[src/rtl/ftc_pkg.sv]
// Package for the four-channel counter/timer: command codes, control word bits,
// controller state type and the command/status structs between controller and datapath.
// No dependencies.
package ftc_pkg;

    // Default and largest channel count.
    localparam int NUM_CHANNELS = 4;
    localparam int MAX_CHANNELS = 8;

    // Configuration port geometry.
    localparam int APB_ADDR_W = 3;
    localparam int APB_DATA_W = 32;
    localparam int CPT_W      = 12;
    localparam logic [CPT_W-1:0] CPT_RESET = 12'd730;

    // Register index of clocks_per_tick.
    localparam logic REG_CLOCKS_PER_TICK = 1'b0;

    // Steps of the reload remainder unit, one quotient bit per cycle.
    localparam int DIV_STEPS = 8;

    // Control word bit positions.
    localparam int CW_IRQ     = 7;
    localparam int CW_COUNTER = 6;
    localparam int CW_PRESCALE = 5;
    localparam int CW_TCONST  = 2;
    localparam int CW_RESET   = 1;
    localparam int CW_CONTROL = 0;

    // Control word after reset: reset bit only.
    localparam logic [7:0] CW_RESET_VALUE = 8'h02;

    // Mask applied to the vector base.
    localparam logic [7:0] VECTOR_MASK = 8'hF8;

    // Request command codes.
    typedef enum logic [2:0] {
        CMD_WRITE = 3'd0,
        CMD_READ  = 3'd1,
        CMD_TICK  = 3'd2,
        CMD_RETI  = 3'd3,
        CMD_POLL  = 3'd4
    } ftc_cmd_t;

    // Controller states.
    typedef enum logic [2:0] {
        ST_IDLE,
        ST_EXEC,
        ST_TICK_CHK,
        ST_TICK_DIV,
        ST_TICK_FIN,
        ST_DONE
    } ftc_state_t;

    // Commands from the controller to the datapath.
    typedef struct packed {
        logic accept;
        logic exec;
        logic chk;
        logic div_step;
        logic fin;
        logic load_out;
    } ftc_dp_cmd_t;

    // Status from the datapath to the controller.
    typedef struct packed {
        logic is_tick;
        logic need_div;
    } ftc_dp_stat_t;

endpackage

[src/rtl/ftc_in_if.sv]
// Request channel interface of the counter/timer: valid, ready and request fields.
// No dependencies.
interface ftc_in_if;
    logic       valid;
    logic       ready;
    logic [2:0] cmd;
    logic [1:0] channel;
    logic [7:0] write_data;
    logic       outside_claim;

    modport source (output valid, output cmd, output channel, output write_data,
                    output outside_claim, input ready);
    modport sink   (input valid, input cmd, input channel, input write_data,
                    input outside_claim, output ready);
endinterface

[src/rtl/ftc_out_if.sv]
// Result channel interface of the counter/timer: valid, ready and result fields.
// No dependencies.
interface ftc_out_if;
    logic       valid;
    logic       ready;
    logic [7:0] read_data;
    logic       irq_raise;
    logic [7:0] irq_vector;
    logic [1:0] irq_channel;
    logic [3:0] pending_out;

    modport source (output valid, output read_data, output irq_raise, output irq_vector,
                    output irq_channel, output pending_out, input ready);
    modport sink   (input valid, input read_data, input irq_raise, input irq_vector,
                    input irq_channel, input pending_out, output ready);
endinterface

[src/rtl/ftc_apb.sv]
// Configuration register bank of the counter/timer behind an APB-style port.
// Depends on ftc_pkg.
module ftc_apb
(
    input  logic                             clk,
    input  logic                             rst_n,
    input  logic                             psel,
    input  logic                             penable,
    input  logic                             pwrite,
    input  logic [ftc_pkg::APB_ADDR_W-1:0]   paddr,
    input  logic [ftc_pkg::APB_DATA_W-1:0]   pwdata,
    output logic [ftc_pkg::APB_DATA_W-1:0]   prdata,
    output logic                             pready,
    output logic [ftc_pkg::CPT_W-1:0]        clocks_per_tick
);

    logic [ftc_pkg::CPT_W-1:0] cpt_reg;
    logic [ftc_pkg::CPT_W-1:0] cpt_next;
    logic                      reg_idx;
    logic                      wr_en;

    // Registers sit on word addresses, so the index is the address above the byte bits.
    assign reg_idx = paddr[2];
    assign pready  = 1'b1;
    assign wr_en   = psel && penable && pwrite && pready;

    // Write decode.
    always_comb
    begin
        cpt_next = cpt_reg;
        if (wr_en && (reg_idx == ftc_pkg::REG_CLOCKS_PER_TICK))
        begin
            cpt_next = pwdata[ftc_pkg::CPT_W-1:0];
        end
    end

    always_ff @(posedge clk or negedge rst_n)
    begin
        if (!rst_n)
        begin
            cpt_reg <= ftc_pkg::CPT_RESET;
        end
        else
        begin
            cpt_reg <= cpt_next;
        end
    end

    // Read back; unmapped addresses read as zero.
    always_comb
    begin
        if (reg_idx == ftc_pkg::REG_CLOCKS_PER_TICK)
        begin
            prdata = ftc_pkg::APB_DATA_W'(cpt_reg);
        end
        else
        begin
            prdata = '0;
        end
    end

    assign clocks_per_tick = cpt_reg;

endmodule

[src/rtl/ftc_ctrl.sv]
// Controller of the counter/timer: sequences request execution, the per-channel
// tick walk with its remainder iterations, and the result hand-off. Depends on ftc_pkg.
module ftc_ctrl
#(
    parameter int NUM_CHANNELS = ftc_pkg::NUM_CHANNELS,
    localparam int CH_W = (NUM_CHANNELS > 1) ? $clog2(NUM_CHANNELS) : 1
)
(
    input  logic                  clk,
    input  logic                  rst_n,
    input  logic                  in_valid,
    output logic                  in_ready,
    output logic                  out_valid,
    input  logic                  out_ready,
    input  ftc_pkg::ftc_dp_stat_t stat,
    output ftc_pkg::ftc_dp_cmd_t  cmd,
    output logic [CH_W-1:0]       tick_ch
);

    localparam int BIT_W = $clog2(ftc_pkg::DIV_STEPS);

    ftc_pkg::ftc_state_t state_reg;
    ftc_pkg::ftc_state_t state_next;
    logic [CH_W-1:0]     ch_reg;
    logic [CH_W-1:0]     ch_next;
    logic [BIT_W-1:0]    bit_reg;
    logic [BIT_W-1:0]    bit_next;
    logic                ovalid_reg;
    logic                ovalid_next;
    logic                last_ch;
    logic                last_bit;

    assign last_ch  = (ch_reg == CH_W'(NUM_CHANNELS - 1));
    assign last_bit = (bit_reg == BIT_W'(ftc_pkg::DIV_STEPS - 1));

    always_ff @(posedge clk or negedge rst_n)
    begin
        if (!rst_n)
        begin
            state_reg  <= ftc_pkg::ST_IDLE;
            ch_reg     <= '0;
            bit_reg    <= '0;
            ovalid_reg <= 1'b0;
        end
        else
        begin
            state_reg  <= state_next;
            ch_reg     <= ch_next;
            bit_reg    <= bit_next;
            ovalid_reg <= ovalid_next;
        end
    end

    // Next state and datapath commands.
    always_comb
    begin
        state_next  = state_reg;
        ch_next     = ch_reg;
        bit_next    = bit_reg;
        cmd         = '0;
        in_ready    = 1'b0;
        ovalid_next = ovalid_reg;

        // A waiting result leaves once taken.
        if (ovalid_reg && out_ready)
        begin
            ovalid_next = 1'b0;
        end

        unique case (state_reg)
            ftc_pkg::ST_IDLE:
            begin
                in_ready = 1'b1;
                if (in_valid)
                begin
                    cmd.accept = 1'b1;
                    state_next = ftc_pkg::ST_EXEC;
                end
            end
            ftc_pkg::ST_EXEC:
            begin
                cmd.exec = 1'b1;
                ch_next  = '0;
                if (stat.is_tick)
                begin
                    state_next = ftc_pkg::ST_TICK_CHK;
                end
                else
                begin
                    state_next = ftc_pkg::ST_DONE;
                end
            end
            ftc_pkg::ST_TICK_CHK:
            begin
                cmd.chk = 1'b1;
                if (stat.need_div)
                begin
                    bit_next   = '0;
                    state_next = ftc_pkg::ST_TICK_DIV;
                end
                else if (last_ch)
                begin
                    state_next = ftc_pkg::ST_DONE;
                end
                else
                begin
                    ch_next = ch_reg + CH_W'(1);
                end
            end
            ftc_pkg::ST_TICK_DIV:
            begin
                cmd.div_step = 1'b1;
                bit_next     = bit_reg + BIT_W'(1);
                if (last_bit)
                begin
                    state_next = ftc_pkg::ST_TICK_FIN;
                end
            end
            ftc_pkg::ST_TICK_FIN:
            begin
                cmd.fin = 1'b1;
                if (last_ch)
                begin
                    state_next = ftc_pkg::ST_DONE;
                end
                else
                begin
                    ch_next    = ch_reg + CH_W'(1);
                    state_next = ftc_pkg::ST_TICK_CHK;
                end
            end
            ftc_pkg::ST_DONE:
            begin
                // Load the output register once it is free or being emptied.
                if (!ovalid_reg || out_ready)
                begin
                    cmd.load_out = 1'b1;
                    ovalid_next  = 1'b1;
                    state_next   = ftc_pkg::ST_IDLE;
                end
            end
            default:
            begin
                state_next = ftc_pkg::ST_IDLE;
            end
        endcase
    end

    assign out_valid = ovalid_reg;
    assign tick_ch   = ch_reg;

endmodule

[src/rtl/ftc_dp.sv]
// Datapath of the counter/timer: channel counts, reloads, control words, interrupt
// state, the serial remainder unit for underflow and the result register. Depends on ftc_pkg.
module ftc_dp
#(
    parameter int NUM_CHANNELS = ftc_pkg::NUM_CHANNELS,
    localparam int CH_W = (NUM_CHANNELS > 1) ? $clog2(NUM_CHANNELS) : 1
)
(
    input  logic                       clk,
    input  logic                       rst_n,
    input  ftc_pkg::ftc_dp_cmd_t       cmd,
    input  logic [CH_W-1:0]            tick_ch,
    output ftc_pkg::ftc_dp_stat_t      stat,
    input  logic [ftc_pkg::CPT_W-1:0]  clocks_per_tick,
    input  logic [2:0]                 in_cmd,
    input  logic [1:0]                 in_channel,
    input  logic [7:0]                 in_write_data,
    input  logic                       in_outside_claim,
    output logic [7:0]                 read_data,
    output logic                       irq_raise,
    output logic [7:0]                 irq_vector,
    output logic [1:0]                 irq_channel,
    output logic [3:0]                 pending_out
);

    // Architectural state.
    logic [15:0]             count_reg  [NUM_CHANNELS];
    logic [15:0]             count_next [NUM_CHANNELS];
    logic [7:0]              reload_reg  [NUM_CHANNELS];
    logic [7:0]              reload_next [NUM_CHANNELS];
    logic [7:0]              ctrl_reg  [NUM_CHANNELS];
    logic [7:0]              ctrl_next [NUM_CHANNELS];
    logic [7:0]              vbase_reg;
    logic [7:0]              vbase_next;
    logic [NUM_CHANNELS-1:0] pend_reg;
    logic [NUM_CHANNELS-1:0] pend_next;
    logic                    live_reg;
    logic                    live_next;
    logic [CH_W-1:0]         live_ch_reg;
    logic [CH_W-1:0]         live_ch_next;

    // Latched request.
    logic [2:0]              cmd_reg;
    logic [2:0]              cmd_next;
    logic [1:0]              chan_reg;
    logic [1:0]              chan_next;
    logic [7:0]              data_reg;
    logic [7:0]              data_next;
    logic                    claim_reg;
    logic                    claim_next;

    // Remainder unit.
    logic [7:0]              div_hi_reg;
    logic [7:0]              div_hi_next;
    logic [7:0]              div_lo_reg;
    logic [7:0]              div_lo_next;
    logic [8:0]              div_rem_reg;
    logic [8:0]              div_rem_next;
    logic [8:0]              div_r_reg;
    logic [8:0]              div_r_next;

    // Result under construction and output register.
    logic [7:0]              res_read_reg;
    logic [7:0]              res_read_next;
    logic                    res_raise_reg;
    logic                    res_raise_next;
    logic [7:0]              res_vec_reg;
    logic [7:0]              res_vec_next;
    logic [1:0]              res_ch_reg;
    logic [1:0]              res_ch_next;
    logic [7:0]              out_read_reg;
    logic [7:0]              out_read_next;
    logic                    out_raise_reg;
    logic                    out_raise_next;
    logic [7:0]              out_vec_reg;
    logic [7:0]              out_vec_next;
    logic [1:0]              out_ch_reg;
    logic [1:0]              out_ch_next;
    logic [3:0]              out_pend_reg;
    logic [3:0]              out_pend_next;

    // Tick channel view.
    logic [15:0]             cnt_s;
    logic [7:0]              cw_s;
    logic [7:0]              rel_s;
    logic                    skip_s;
    logic [15:0]             dec_s;
    logic [15:0]             deficit_s;
    logic                    need_div;
    logic [9:0]              trial;
    logic [15:0]             rem16;
    logic [16:0]             step17;
    logic [15:0]             fin_val;

    assign cnt_s     = count_reg[tick_ch];
    assign cw_s      = ctrl_reg[tick_ch];
    assign rel_s     = reload_reg[tick_ch];
    assign skip_s    = (cw_s[ftc_pkg::CW_TCONST] && cw_s[ftc_pkg::CW_RESET])
                       || cw_s[ftc_pkg::CW_COUNTER];
    assign dec_s     = cw_s[ftc_pkg::CW_PRESCALE] ? {4'b0000, clocks_per_tick}
                                                  : {clocks_per_tick, 4'b0000};
    assign deficit_s = dec_s - cnt_s;
    assign need_div  = !skip_s && (dec_s > cnt_s);

    // One restoring step of (deficit >> 8) mod reload; the low byte passes straight.
    assign trial   = {div_rem_reg, div_hi_reg[7]};
    assign rem16   = {div_rem_reg[7:0], div_lo_reg};
    assign step17  = {div_r_reg, 8'h00};
    assign fin_val = (rem16 == 16'h0000) ? 16'h0000 : 16'(step17 - {1'b0, rem16});

    assign stat.is_tick  = (cmd_reg == ftc_pkg::CMD_TICK);
    assign stat.need_div = need_div;

    // Next-state logic for all requests and tick phases.
    always_comb
    begin
        logic [NUM_CHANNELS-1:0] pend_tmp;
        logic                    live_tmp;
        logic                    poll_en;
        logic                    found;
        logic [CH_W-1:0]         sel;
        logic [7:0]              cw;

        count_next     = count_reg;
        reload_next    = reload_reg;
        ctrl_next      = ctrl_reg;
        vbase_next     = vbase_reg;
        pend_next      = pend_reg;
        live_next      = live_reg;
        live_ch_next   = live_ch_reg;
        cmd_next       = cmd_reg;
        chan_next      = chan_reg;
        data_next      = data_reg;
        claim_next     = claim_reg;
        div_hi_next    = div_hi_reg;
        div_lo_next    = div_lo_reg;
        div_rem_next   = div_rem_reg;
        div_r_next     = div_r_reg;
        res_read_next  = res_read_reg;
        res_raise_next = res_raise_reg;
        res_vec_next   = res_vec_reg;
        res_ch_next    = res_ch_reg;
        out_read_next  = out_read_reg;
        out_raise_next = out_raise_reg;
        out_vec_next   = out_vec_reg;
        out_ch_next    = out_ch_reg;
        out_pend_next  = out_pend_reg;
        pend_tmp       = pend_reg;
        live_tmp       = live_reg;
        poll_en        = 1'b0;
        found          = 1'b0;
        sel            = '0;
        cw             = '0;

        // Capture the request.
        if (cmd.accept)
        begin
            cmd_next   = in_cmd;
            chan_next  = in_channel;
            data_next  = in_write_data;
            claim_next = in_outside_claim;
        end

        // Requests executed in the exec phase.
        if (cmd.exec)
        begin
            res_read_next  = '0;
            res_raise_next = 1'b0;
            res_vec_next   = '0;
            res_ch_next    = '0;
            unique case (cmd_reg)
                ftc_pkg::CMD_WRITE:
                begin
                    for (int i = 0; i < NUM_CHANNELS; i++)
                    begin
                        if ({2'b00, chan_reg} == 4'(i))
                        begin
                            cw = ctrl_reg[i];
                            if (cw[ftc_pkg::CW_TCONST])
                            begin
                                // Time constant expected: load it and start the channel.
                                reload_next[i] = data_reg;
                                if (cw[ftc_pkg::CW_RESET])
                                begin
                                    count_next[i] = {data_reg - 8'd1, 8'h00};
                                end
                                cw[ftc_pkg::CW_TCONST] = 1'b0;
                                cw[ftc_pkg::CW_RESET]  = 1'b0;
                                ctrl_next[i] = cw;
                            end
                            else if (data_reg[ftc_pkg::CW_CONTROL])
                            begin
                                // Control word.
                                ctrl_next[i] = data_reg;
                                if (!data_reg[ftc_pkg::CW_TCONST] && data_reg[ftc_pkg::CW_RESET])
                                begin
                                    count_next[i] = {reload_reg[i] - 8'd1, 8'h00};
                                end
                                if (!data_reg[ftc_pkg::CW_IRQ] && pend_reg[i])
                                begin
                                    pend_tmp    = pend_reg;
                                    pend_tmp[i] = 1'b0;
                                    pend_next   = pend_tmp;
                                    if ((pend_tmp == '0) && live_reg
                                        && (live_ch_reg == CH_W'(i)))
                                    begin
                                        live_next = 1'b0;
                                    end
                                end
                            end
                            else if (i == 0)
                            begin
                                vbase_next = data_reg;
                            end
                        end
                    end
                end
                ftc_pkg::CMD_READ:
                begin
                    for (int i = 0; i < NUM_CHANNELS; i++)
                    begin
                        if ({2'b00, chan_reg} == 4'(i))
                        begin
                            res_read_next = count_reg[i][15:8];
                        end
                    end
                end
                ftc_pkg::CMD_TICK:
                begin
                    // Handled channel by channel in the tick phases.
                end
                ftc_pkg::CMD_RETI:
                begin
                    // Retire the live interrupt, then poll.
                    if (live_reg)
                    begin
                        pend_tmp[live_ch_reg] = 1'b0;
                    end
                    live_tmp  = 1'b0;
                    pend_next = pend_tmp;
                    live_next = 1'b0;
                    poll_en   = 1'b1;
                end
                ftc_pkg::CMD_POLL:
                begin
                    poll_en = 1'b1;
                end
                default:
                begin
                end
            endcase

            // Poll: raise the lowest pending channel if the line is free.
            if (poll_en && !live_tmp && !claim_reg)
            begin
                for (int i = NUM_CHANNELS - 1; i >= 0; i--)
                begin
                    if (pend_tmp[i])
                    begin
                        found = 1'b1;
                        sel   = CH_W'(i);
                    end
                end
                if (found)
                begin
                    live_next      = 1'b1;
                    live_ch_next   = sel;
                    res_raise_next = 1'b1;
                    res_vec_next   = (vbase_reg & ftc_pkg::VECTOR_MASK)
                                     + {3'b000, 4'(sel), 1'b0};
                    res_ch_next    = 2'(sel);
                end
            end
        end

        // Tick: check one channel, subtract, or flag its interrupt and start the remainder unit.
        if (cmd.chk && !skip_s)
        begin
            if (!need_div)
            begin
                count_next[tick_ch] = cnt_s - dec_s;
            end
            else
            begin
                if (cw_s[ftc_pkg::CW_IRQ])
                begin
                    pend_next[tick_ch] = 1'b1;
                end
                div_hi_next  = deficit_s[15:8];
                div_lo_next  = deficit_s[7:0];
                div_rem_next = '0;
                div_r_next   = (rel_s == 8'h00) ? 9'd256 : {1'b0, rel_s};
            end
        end

        // Remainder iteration.
        if (cmd.div_step)
        begin
            if (trial >= {1'b0, div_r_reg})
            begin
                div_rem_next = 9'(trial - {1'b0, div_r_reg});
            end
            else
            begin
                div_rem_next = trial[8:0];
            end
            div_hi_next = {div_hi_reg[6:0], 1'b0};
        end

        // Write back the reloaded count.
        if (cmd.fin)
        begin
            count_next[tick_ch] = fin_val;
        end

        // Output register load.
        if (cmd.load_out)
        begin
            out_read_next  = res_read_reg;
            out_raise_next = res_raise_reg;
            out_vec_next   = res_vec_reg;
            out_ch_next    = res_ch_reg;
            out_pend_next  = 4'(ftc_pkg::MAX_CHANNELS'(pend_reg));
        end
    end

    // Architectural state with reset.
    always_ff @(posedge clk or negedge rst_n)
    begin
        if (!rst_n)
        begin
            for (int i = 0; i < NUM_CHANNELS; i++)
            begin
                count_reg[i]  <= '0;
                reload_reg[i] <= '0;
                ctrl_reg[i]   <= ftc_pkg::CW_RESET_VALUE;
            end
            vbase_reg   <= '0;
            pend_reg    <= '0;
            live_reg    <= 1'b0;
            live_ch_reg <= '0;
        end
        else
        begin
            count_reg   <= count_next;
            reload_reg  <= reload_next;
            ctrl_reg    <= ctrl_next;
            vbase_reg   <= vbase_next;
            pend_reg    <= pend_next;
            live_reg    <= live_next;
            live_ch_reg <= live_ch_next;
        end
    end

    // Payload registers.
    always_ff @(posedge clk)
    begin
        cmd_reg       <= cmd_next;
        chan_reg      <= chan_next;
        data_reg      <= data_next;
        claim_reg     <= claim_next;
        div_hi_reg    <= div_hi_next;
        div_lo_reg    <= div_lo_next;
        div_rem_reg   <= div_rem_next;
        div_r_reg     <= div_r_next;
        res_read_reg  <= res_read_next;
        res_raise_reg <= res_raise_next;
        res_vec_reg   <= res_vec_next;
        res_ch_reg    <= res_ch_next;
        out_read_reg  <= out_read_next;
        out_raise_reg <= out_raise_next;
        out_vec_reg   <= out_vec_next;
        out_ch_reg    <= out_ch_next;
        out_pend_reg  <= out_pend_next;
    end

    assign read_data   = out_read_reg;
    assign irq_raise   = out_raise_reg;
    assign irq_vector  = out_vec_reg;
    assign irq_channel = out_ch_reg;
    assign pending_out = out_pend_reg;

endmodule

[src/rtl/four_channel_counter_timer_top.sv]
// Four-channel counter/timer with vectored interrupts. A write, read, poll or return
// passes through the execute and done states before its result is loaded; a tick walks
// the channels in turn: a check each and, on underflow, 8 remainder steps and a write-back.
// One request is in work at a time; a new one is taken while the result waits.
// Asynchronous active-low reset clears counts, reloads, vector base and interrupt state,
// sets each control word to its reset bit and clocks_per_tick to 730.
module four_channel_counter_timer_top
#(
    parameter int NUM_CHANNELS = ftc_pkg::NUM_CHANNELS
)
(
    input  logic                            clk,
    input  logic                            rst_n,
    ftc_in_if.sink                          cmd_chan,
    ftc_out_if.source                       result_chan,
    input  logic                            psel,
    input  logic                            penable,
    input  logic                            pwrite,
    input  logic [ftc_pkg::APB_ADDR_W-1:0]  paddr,
    input  logic [ftc_pkg::APB_DATA_W-1:0]  pwdata,
    output logic [ftc_pkg::APB_DATA_W-1:0]  prdata,
    output logic                            pready
);

    localparam int CH_W = (NUM_CHANNELS > 1) ? $clog2(NUM_CHANNELS) : 1;

    logic [ftc_pkg::CPT_W-1:0] clocks_per_tick;
    ftc_pkg::ftc_dp_cmd_t      dp_cmd;
    ftc_pkg::ftc_dp_stat_t     dp_stat;
    logic [CH_W-1:0]           tick_ch;

    // Configuration registers.
    ftc_apb u_apb
    (
        .clk             (clk),
        .rst_n           (rst_n),
        .psel            (psel),
        .penable         (penable),
        .pwrite          (pwrite),
        .paddr           (paddr),
        .pwdata          (pwdata),
        .prdata          (prdata),
        .pready          (pready),
        .clocks_per_tick (clocks_per_tick)
    );

    // Sequencer.
    ftc_ctrl #(.NUM_CHANNELS(NUM_CHANNELS)) u_ctrl
    (
        .clk       (clk),
        .rst_n     (rst_n),
        .in_valid  (cmd_chan.valid),
        .in_ready  (cmd_chan.ready),
        .out_valid (result_chan.valid),
        .out_ready (result_chan.ready),
        .stat      (dp_stat),
        .cmd       (dp_cmd),
        .tick_ch   (tick_ch)
    );

    // Channel state and arithmetic.
    ftc_dp #(.NUM_CHANNELS(NUM_CHANNELS)) u_dp
    (
        .clk              (clk),
        .rst_n            (rst_n),
        .cmd              (dp_cmd),
        .tick_ch          (tick_ch),
        .stat             (dp_stat),
        .clocks_per_tick  (clocks_per_tick),
        .in_cmd           (cmd_chan.cmd),
        .in_channel       (cmd_chan.channel),
        .in_write_data    (cmd_chan.write_data),
        .in_outside_claim (cmd_chan.outside_claim),
        .read_data        (result_chan.read_data),
        .irq_raise        (result_chan.irq_raise),
        .irq_vector       (result_chan.irq_vector),
        .irq_channel      (result_chan.irq_channel),
        .pending_out      (result_chan.pending_out)
    );

endmodule

[src/flat_wrapper.sv]
// flat-port wrapper written by rule: the top's interface ports become plain ports
module four_channel_counter_timer_top_flat 
#(
    parameter int NUM_CHANNELS = ftc_pkg::NUM_CHANNELS
)
  (clk, rst_n, psel, penable, pwrite, paddr, pwdata, prdata, pready, cmd_chan_valid, cmd_chan_cmd, cmd_chan_channel, cmd_chan_write_data, cmd_chan_outside_claim, cmd_chan_ready, result_chan_valid, result_chan_read_data, result_chan_irq_raise, result_chan_irq_vector, result_chan_irq_channel, result_chan_pending_out, result_chan_ready);
  ftc_in_if cmd_chan_i ();
  ftc_out_if result_chan_i ();
  input  logic clk;
  input  logic rst_n;
  input  logic psel;
  input  logic penable;
  input  logic pwrite;
  input  logic [ftc_pkg::APB_ADDR_W-1:0] paddr;
  input  logic [ftc_pkg::APB_DATA_W-1:0] pwdata;
  output logic [ftc_pkg::APB_DATA_W-1:0] prdata;
  output logic pready;
  input wire logic [$bits(cmd_chan_i.valid)-1:0] cmd_chan_valid;
  input wire logic [$bits(cmd_chan_i.cmd)-1:0] cmd_chan_cmd;
  input wire logic [$bits(cmd_chan_i.channel)-1:0] cmd_chan_channel;
  input wire logic [$bits(cmd_chan_i.write_data)-1:0] cmd_chan_write_data;
  input wire logic [$bits(cmd_chan_i.outside_claim)-1:0] cmd_chan_outside_claim;
  output wire logic [$bits(cmd_chan_i.ready)-1:0] cmd_chan_ready;
  output wire logic [$bits(result_chan_i.valid)-1:0] result_chan_valid;
  output wire logic [$bits(result_chan_i.read_data)-1:0] result_chan_read_data;
  output wire logic [$bits(result_chan_i.irq_raise)-1:0] result_chan_irq_raise;
  output wire logic [$bits(result_chan_i.irq_vector)-1:0] result_chan_irq_vector;
  output wire logic [$bits(result_chan_i.irq_channel)-1:0] result_chan_irq_channel;
  output wire logic [$bits(result_chan_i.pending_out)-1:0] result_chan_pending_out;
  input wire logic [$bits(result_chan_i.ready)-1:0] result_chan_ready;
  assign cmd_chan_i.valid = cmd_chan_valid;
  assign cmd_chan_i.cmd = cmd_chan_cmd;
  assign cmd_chan_i.channel = cmd_chan_channel;
  assign cmd_chan_i.write_data = cmd_chan_write_data;
  assign cmd_chan_i.outside_claim = cmd_chan_outside_claim;
  assign cmd_chan_ready = cmd_chan_i.ready;
  assign result_chan_valid = result_chan_i.valid;
  assign result_chan_read_data = result_chan_i.read_data;
  assign result_chan_irq_raise = result_chan_i.irq_raise;
  assign result_chan_irq_vector = result_chan_i.irq_vector;
  assign result_chan_irq_channel = result_chan_i.irq_channel;
  assign result_chan_pending_out = result_chan_i.pending_out;
  assign result_chan_i.ready = result_chan_ready;
  four_channel_counter_timer_top #(.NUM_CHANNELS(NUM_CHANNELS)) u_core (.clk(clk), .rst_n(rst_n), .cmd_chan(cmd_chan_i), .result_chan(result_chan_i), .psel(psel), .penable(penable), .pwrite(pwrite), .paddr(paddr), .pwdata(pwdata), .prdata(prdata), .pready(pready));
endmodule
[config.mk]
export PLATFORM = sky130hd
export DESIGN_NAME = four_channel_counter_timer_top_flat
export DESIGN_NICKNAME = d
export VERILOG_FILES = /design/src/rtl/ftc_pkg.sv /design/src/rtl/ftc_in_if.sv /design/src/rtl/ftc_out_if.sv /design/src/rtl/ftc_apb.sv /design/src/rtl/ftc_ctrl.sv /design/src/rtl/ftc_dp.sv /design/src/rtl/four_channel_counter_timer_top.sv /design/src/flat_wrapper.sv
export SDC_FILE = /design/constraint.sdc
export NUM_CORES = 1
export LEC_CHECK = 0
export ABC_AREA = 1
export BUFFER_PORTS_ARGS = -buffer_cell sky130_fd_sc_hd__buf_2
export CAP_MARGIN = 15
export CORE_MARGIN = 2
export CORE_UTILIZATION = 35
export CTS_BUF_LIST = sky130_fd_sc_hd__clkbuf_4 sky130_fd_sc_hd__clkbuf_8
export DETAILED_ROUTE_END_ITERATION = 16
export GPL_TIMING_DRIVEN = 0
export SETUP_SLACK_MARGIN = 0.3
export SLEW_MARGIN = 10
export SYNTH_ARGS = -nofsm -noshare
export SYNTH_HDL_FRONTEND = slang
export SYNTH_HIERARCHICAL = 1
export SYNTH_SLANG_ARGS = --single-unit
export TNS_END_PERCENT = 5
[constraint.sdc]
create_clock -name clk -period 9.2 [get_ports clk]
set_input_delay 0.92 -clock clk [delete_from_list [all_inputs] [get_ports clk]]
set_output_delay 0.92 -clock clk [all_outputs]
set_load 0.05 [all_outputs]
==> results, run 1 <==
- Summing the areas of all compound-gate instances in the mapped netlist gives between 10% and 20% of the synthesized area.
- The fraction of registers with async set/reset is 63.9%.
- The classification of the worst setup path is reg -> reg.
- The die span in x is about 220 microns.
- Setup repair after global routing left no endpoint under its margin.
- The reg-to-reg critical path endpoint is u_core/u_dp/div_rem_reg[6].
- The proportion of synthesized chip area in sequential cells is 38.9%.
- The final period demand of the worst path is 5.51 ns.
- The maximum fanout count along the critical path is 24.
- Global routing used 24.9% of the available tracks across all layers.
- The total number of vias is ~16,000.
- The number of global-route vias before repair came to 14,927.
- The slack of the worst reg-to-reg path is 3.69 ns.
- TritonCTS built the clock tree.
- The count of final hold-check violations came to 0.
- The signal on the critical path passes through inv_1, nand2_1, inv_1, a22oi_1, nand2_1, clkbuf_1, o21ai_0, inv_1, ha_1, buf_2, nand2_1, inv_2, nand2_1, nor3_2, nand2_1, nand2_2, nand2_1, nor2_4, inv_1, nand2_1.
- In this run, post-CTS hold repair placed 0 buffers.
- In this run the tool buffered the top-level ports with 69 buffer cells.
- The initial antenna violation count is 2.
- Buffers inserted during clock tree synthesis total 45.
- The synthesized netlist devotes 4.80% of its cell area to adder and majority cells.
- In this run the cell area measured after placement is 17,300 sq um.
- The number of cells on the worst reg-to-reg path is 20.
- Excluding fillers, the count of instances in the completed layout stands at 3,043.
- The average size of a mapped cell is 7.10 sq um.
- The most instantiated flip-flop cell in the synthesis netlist is dfrtp_1.
- The worst hold path belongs to the class in -> async.
- The total number of clock tree sinks is ~230.
- The area growth from synthesis to layout is 14.0%.
- The first global-routing pass estimated 89,400 microns of wire.
- After detailed routing, the number of remaining DRC violations is 0.
- The largest net degree at the start of global routing is 94.
- The measured slew at the worst slew-check pin is 0.996 ns.
- In the routed layout, each cell is associated on average with a via count of 5.31.
- Counting stages on the worst path, the most repeated cell is nand2_1.
- For the worst-skew pair, the clock arrives at the later sink with an insertion delay of 0.62 ns.
- The final cycle utilization of the critical path is 59.8%.
- CTS built an H-tree with a depth of 2.
- The post-synthesis share of cell area spent on xor and xnor gates is between 1.5 and 2%.
- The slowest cell on the critical path is nor2_4.
- Including well taps, the total number of placed cells is about 3,000.
- In this run the critical register-to-register path is launched from u_core/u_ctrl/tick_ch[1].
- For this design the static power due to leakage is 9.06 nW.
- The mux share of post-synthesis cell area is 0%.
- 114 I/O pins were placed.
- Post-CTS timing repair inserted 0 buffers for setup.
- Of the cells placed in the final design, the portion with a size suffix greater than 1 is 10.5%.
- The final RePlAce weighted congestion is 0.979.
- Setup violations remaining at the end of the flow were counted as 0.
- The cell at the root of the clock tree is clkbuf_8.
- The area of the core is 45,400 sq um.
- The flip-flop count of the largest register, all copies and words added is 64.
- The total power density per cell area is approximately 360 nW/um^2.
- The cell area after layout is around 18,000 sq um.
- STA classifies the critical path startpoint as a flip-flop.
- The worst path buffer plus inverter count is 7.
- The post-CTS resize count is 0.
- On the worst path, the slowest cell contributes a delay of 0.69 ns.
- Setup slack closes at 3.69 ns.
- The total grt overflow is 0.
- OpenSTA, run right after detailed placement, puts the worst setup slack at 3.74 ns.
- After clock tree synthesis, the clock-pin slew on the worst setup and hold paths is 0.05 ns.
- The tool flagged a number of max-cap violations equal to 0.
- The count of nets left with antenna violations once routing finished came out at 0.
- The die covers 47,700 sq um.
- The data required time of the worst path is 9.42 ns.
- The final count of pins violating max slew came to 0.
- STA classifies the critical path endpoint as a flip-flop.
- The unique cell type count in the Yosys netlist is between 50 and 60.
- The height of the die is roughly 220 microns.
- Measured against its own limit, the worst slew margin works out to 33.4%.
- After detailed routing, the average wire length per cell comes to 19.6 microns.
- The number of fill cells is 4,726.
- The worst voltage drop across the vdd grid is 0.000175 V.
- The arrival time of the worst setup path is 5.73 ns.
- The synthesized design contains slightly above 80 enable-type register cells.
- The first detailed-routing pass took 6 iterations.
- Summing every instance area after synthesis gives approximately 16,000 sq um.
- The accumulated negative setup slack is 0 ns.
- The half-perimeter wire length of the detailed placement result is 46,500 microns.
- The routed wire length is 59,800 microns.
- Counting along the longest clock path gives a buffer depth of 3.
- The number of cell rows is 78.
- The number of storage elements in the synthesis netlist is 233.
- The largest clock skew in the final design is 0.0417 ns.
- The synthesized netlist devotes 30.5% of its cell area to simple gates.
- The cell family with the largest share of critical-path delay is simple AND/OR/NAND/NOR gates.
- Timing would allow up to about 180 MHz.
- The detailed router finished its first iteration with 1,672 violations.
- The initial utilization of the core area, before any placement, comes to between 30% and 40%.
- The count of nets after finishing is 2,523.
- The main combinational cell family by area after synthesis is simple AND/OR/NAND/NOR gates.
- The flow ran to the end, and the final reports show no timing, DRC or antenna violations.
- Synthesis produced 2,268 cells.
- For this run, the number of Yosys warnings is 6.
synth_stat cells, types with 5 or more instances:
cell type / instances / area, sq um
o21ai_1: 6 / 30.0
nand3_1: 196 / 981
dfstp_2: 10 / 263
or2_2: 6 / 37.5
o22ai_1: 24 / 150
xor2_1: 20 / 175
nand4_1: 58 / 363
nand2_1: 641 / 2410
a22oi_1: 21 / 158
clkbuf_1: 32 / 120
a21oi_1: 106 / 531
edfxtp_1: 83 / 2490
nor3_1: 35 / 175
nor4_1: 5 / 31.3
ha_1: 57 / 713
buf_4: 33 / 248
nor2_1: 164 / 616
o221ai_1: 6 / 52.6
nand2_2: 7 / 43.8
xnor2_1: 11 / 96.3
buf_2: 22 / 110
o21a_1: 14 / 105
o21ai_0: 165 / 826
inv_1: 318 / 1190
inv_2: 7 / 26.3
o21bai_1: 10 / 75.1
nand3b_1: 7 / 52.6
buf_1: 5 / 18.8
dfrtp_1: 139 / 3480
o211ai_1: 6 / 45.0
and2_1: 7 / 43.8
metal layers:
metal	share of wire (%)	global-route usage [%]	wire, microns
met5	0.022	0	13
met1	43	33.4	25400
met4	4.9	11.5	2950
met2	44	38.0	26100
met3	8.8	5.57	5260
power by group:
| group | switching, mW | internal [mW] | total, mW |
|---|---|---|---|
| Clock | 0.471 | 0.679 | 1.15 |
| Combinational | 2.74 | 1.08 | 3.81 |
| Sequential | 0.206 | 1.42 | 1.63 |
| Total | 3.41 | 3.17 | 6.59 |
how the worst max path moves through the flow:
stage	from	end	slack (ns)	cells past startpoint
2_1_floorplan	u_core/u_ctrl/tick_ch[0]	u_core/u_dp/div_hi_reg[1]	5.06	20
3_3_place_gp	u_core/u_ctrl/tick_ch[1]	u_core/u_dp/div_rem_reg[6]	3.34	20
3_5_place_dp	u_core/u_ctrl/tick_ch[0]	u_core/u_dp/div_rem_reg[6]	3.74	20
4_1_cts	u_core/u_ctrl/tick_ch[0]	u_core/u_dp/div_rem_reg[6]	3.69	20
5_1_grt	u_core/u_ctrl/tick_ch[1]	u_core/u_dp/div_rem_reg[7]	3.28	20
6_report	u_core/u_ctrl/tick_ch[1]	u_core/u_dp/div_rem_reg[6]	3.69	20
worst register-to-register path, delay by kind of cell (launching register included):
| kind | cells | cell delay [ns] |
|---|---|---|
| AO/OA/AOI/OAI | 2 | 0.62 |
| adder cells (fa/ha/maj) | 1 | 0.28 |
| buffers and inverters | 7 | 1.16 |
| flip-flops | 1 | 0.61 |
| AND/OR/NAND/NOR | 10 | 2.46 |
through the flow:
step / power (mW) / hold WS [ns] / util, %
after global routing: 7.06 / 0.251 / 40.4
after floorplan: 4.11 / 0.400 / -
after detailed placement: 5.38 / 0.405 / 38.2
after CTS: 6.56 / 0.228 / 40.4
final: 6.59 / 0.247 / 40.4
after global placement: 5.34 / 0.402 / 38.0
area by class of cell:
cell class                 instances  area [sq um]  area share (%)
clock buffer                      64           806            4.39
inverter                         328          1230            6.71
timing repair buffer              73           420            2.29
multi-input combinational       1629          8140            44.4
antenna                            1          2.50          0.0136
sequential                       233          6250            34.1
tap                              600           751            4.09
clock inverter                    18           198            1.08
buffer                            97           547            2.98
placed cells by master (no fill, tap or decap), types with 52 or more instances in the layout:
master / Yosys / layout
clkbuf_8: 0 / 52
edfxtp_1: 83 / 83
dfrtp_1: 139 / 139
inv_1: 318 / 318
nand4_1: 58 / 58
o21ai_0: 165 / 165
nor2_1: 164 / 162
nand2_1: 641 / 641
nand3_1: 196 / 196
ha_1: 57 / 57
buf_2: 22 / 90
a21oi_1: 106 / 106
cells by family after synthesis:
logic type                 Yosys count
and+or+nand+nor                   1141
buffers and inverters              425
AOI/OAI and AO/OA                  375
DFF                                233
adders and majority gates           60
xor gates and xnor gates            31
other                                3
No activity file was read; power rests on OpenSTA's default activity.
==> run 2: changes to the inputs <==
==> constraint.sdc (replaced) <==
create_clock -name clk -period 4.8 [get_ports clk]
set_input_delay 0.48 -clock clk [delete_from_list [all_inputs] [get_ports clk]]
set_output_delay 0.48 -clock clk [all_outputs]
set_load 0.05 [all_outputs]
==> run 2 against run 1 <==
Against the previous run:
- non-clock buffer count rose by 8
- final cell count grew 0.33%
- sequential share of layout area decreased by 0.37 points
- global-route usage increased by 0.11 points
- sequential cell count stayed put
- clock skew rose by 0.0053 ns
- total power is 94% higher
==> results, run 2 (synthesis gave the netlist of run 1 again) <==
- The tree is rooted in a clkbuf_8.
- The accumulated negative setup slack is 0 ns (unchanged).
- The die span in x was 218 microns (unchanged).
- The slowest stage of the critical path belongs to the cell a221oi_1.
- The cell that appears most often on the critical path is nand2_1.
- The final count of pins violating max slew is 0 (unchanged).
- The slack of the worst reg-to-reg path was 0.57 ns (-3.13 ns).
- The leakage power was 9.14 nW (+0.89%).
- The total number of vias is 16,189 (+0.18%).
- The post-route antenna net violation count came to 0 (unchanged).
- Setup repair after global routing left no endpoint under its margin.
- The worst voltage drop across the vdd grid was 0.000334 V (+91%).
- The total number of clock tree sinks was 233 (unchanged).
- The flow ran to the end, and the final reports show no timing, DRC or antenna violations.
- The first-pass iteration count of the detailed router was 5 (-1).
- The area growth from synthesis to layout is 15.3%.
- The worst hold path begins at cmd_chan_write_data[7].
- The initial antenna violation count is 1 (-1).
- The clock edge transition at the registers on the reported setup and hold paths came to 0.06 ns (about the same).
- The placed cell count came to 2,960 (unchanged).
- The measured slew at the worst slew-check pin is 0.975 ns (-0.0207 ns).
- The height of the die is 218 microns (unchanged).
- The worst hold slack after final layout is 0.0487 ns (-0.198 ns).
- The sequential cell area was 6250 sq um (about the same).
- The routed wire length is 59,900 microns (+0.32%).
- The total power density per cell area is 689 nW/um^2 (+92%).
- The highest attainable clock frequency came to 236 MHz (+30%).
- Broken down by cell family, the worst path's largest delay share belongs to buffers and inverters.
- The count of nets after finishing is 2,532 (+0.36%).
- The total grt overflow is 0 (unchanged).
- The detailed-route DRC error count is 0 (unchanged).
- STA classifies the critical path startpoint as a flip-flop.
- The final period demand of the worst path is 4.23 ns (-1.27 ns).
- The number of cells on the worst reg-to-reg path was 24 (+20%).
- The worst path buffer plus inverter count is 10 (+3).
- The flip-flop count of the largest register, all copies and words added is 64 (unchanged).
- The area of the core is 45,400 sq um (unchanged).
- The maximum fanout count along the critical path was 10 (-58%).
- The classification of the worst setup path is reg -> reg.
- The path class of the tightest hold or removal check is in -> reg.
- The count of final hold-check violations is 0 (unchanged).
- The most congested layer reported by global routing is met2.
- The utilization after layout was 40.9% (+0.46 points).
- The data required time of the worst path is 5.28 ns (-4.14 ns).
- The most common library cell in the layout ignoring fill and taps is nand2_1.
- The effective utilization at floorplan is 35.5% (unchanged).
- The number of global-route vias before repair is 14,960 (+0.22%).
- The die footprint is 47,700 sq um (unchanged).
- The post-place setup slack was -0.662 ns (-4.40 ns).
- The ratio of cells with drive above 1 in the final layout is 12.0% (+1.5 points).
- The instance area at placement came to 17,300 sq um (unchanged).
- The worst-case headroom to the max-slew limit is 34.8% (+1.4 points).
- The maximum single-stage delay on the critical path is 0.62 ns (-0.07 ns).
- The non-filler instance count after layout is 3,053 (+0.33%).
- The signal on the critical path passes through buf_6, inv_4, nor2_4, buf_2, buf_2, a221oi_1, ha_1, nand2_1, inv_1, nand2_1, nand2_1, a21oi_1, nand2_2, nand3_4, buf_6, buf_6, inv_1, buf_4, inv_1, nor2_2, nor2_2, nand2_1, nand2_1, nand2_1.
- The number of buffers between clock root and the deepest sink was 3 (unchanged).
- The vias per cell was 5.30 (-0.15%).
- The largest net degree at the start of global routing was 94 (unchanged).
- The half-perimeter wire length of the detailed placement result is 46,500 microns (unchanged).
- The number of maximum-capacitance violations is 0 (unchanged).
- The final worst-path setup slack is 0.569 ns (-3.13 ns).
- Along the worst hold path, the cell count comes to 1.
- The overall global routing resource usage was 25.0% (+0.11 points).
- The TritonCTS clock tree is built.
- The first-pass GRT wire length is 90,000 microns (+0.67%).
- The final cycle utilization of the critical path is 88.1% (+28 points).
- The multi-input logic area is 8240 sq um (+1.2%).
- The CTS buffer count is 45 (unchanged).
- STA classifies the critical path endpoint as a flip-flop.
- The worst reg2reg path startpoint is u_core/u_ctrl/tick_ch[0].
- The setup-violating endpoint count in the final report is 0 (unchanged).
- The library cells used most frequently in the layout, excluding fill and tap cells, are 635 x nand2_1, 315 x inv_1, 196 x nand3_1.
- The count of pins on the block boundary is 114 (unchanged).
- The number of cell rows is 78 (unchanged).
- The global-route met1 utilization is 34.1% (+0.71 points).
- The met3 usage is 4.58% (-0.99 points).
- The routing usage on met2 is 38.3% (+0.23 points).
- The final RePlAce weighted congestion was 0.979 (unchanged).
- The routed wire length per instance was 19.6 microns (about the same).
- The count of port buffers added during placement is 69 (unchanged).
- The maximum level of the CTS H-tree came to 2 (unchanged).
- The endpoint of the worst hold path is u_core/u_dp/data_reg[7].
- The first-iteration detailed-routing DRC count is 1,777 (+6.3%).
- The cell area after layout is 18,600 sq um (+1.1%).
- The number of fill cells was 4,706 (-0.42%).
- The arrival time of the worst setup path is 4.71 ns (-1.02 ns).
- The power consumption is 12.8 mW (+94%).
- The largest clock skew in the final design came to 0.0470 ns (+0.00530 ns).
- The latest clock arrival within the worst-skew pair is 0.63 ns (about the same).
- The worst register-to-register path ends at u_core/u_ctrl/tick_ch[1].
run 2: changes by cell type in the layout (fill, tap and decap cells not counted), sizes merged:
cell,change
buf,+6
clkinv,+1
diode,+1
dlygate4sd3,+2
inv,-1
nor2,+1
run 2: area by class of cell:
class | count | share of cell area (%)
multi-input combinational | 1630 | 44.4
antenna | 2 | 0.0270
inverter | 328 | 6.67
timing repair buffer | 81 | 2.62
tap | 600 | 4.04
sequential | 233 | 33.7
clock inverter | 18 | 1.07
clock buffer | 64 | 4.34
buffer | 97 | 3.14
run 2: where the power goes:
part / switching (mW) / total (mW) / internal, mW
Sequential: 0.406 / 3.13 / 2.72
Combinational: 5.30 / 7.46 / 2.16
Clock: 0.903 / 2.20 / 1.30
Total: 6.61 / 12.8 / 6.18
run 2: worst max path at each step:
| stage | slack, ns | cells past startpoint | endpoint | from |
|---|---|---|---|---|
| global route | 0.28 | 26 | u_core/u_ctrl/tick_ch[1] | u_core/u_ctrl/tick_ch[0] |
| CTS | 0.29 | 27 | u_core/u_ctrl/tick_ch[1] | u_core/u_ctrl/tick_ch[0] |
| global placement | -1.06 | 20 | u_core/u_dp/div_rem_reg[6] | u_core/u_ctrl/tick_ch[1] |
| finish | 0.57 | 24 | u_core/u_ctrl/tick_ch[1] | u_core/u_ctrl/tick_ch[0] |
| floorplan | 0.66 | 20 | u_core/u_dp/div_hi_reg[1] | u_core/u_ctrl/tick_ch[0] |
| detailed placement | -0.66 | 20 | u_core/u_dp/div_rem_reg[6] | u_core/u_ctrl/tick_ch[0] |
run 2: repair_timing:
action	CTS	global route
pin swaps	1	2
gates cloned	1	0
hold buffers	2	0
endpoints found under the setup margin	113	71
gates resized for setup	24	38
hold endpoints to repair	53	0
setup buffers	4	2
run 2: metal layers:
metal / share of wire [%] / vias up
li1: - / 7714
met1: 44 / 7645
met2: 44 / 687
met3: 7.5 / 143
met4: 4.8 / 0
met5: 0 / -
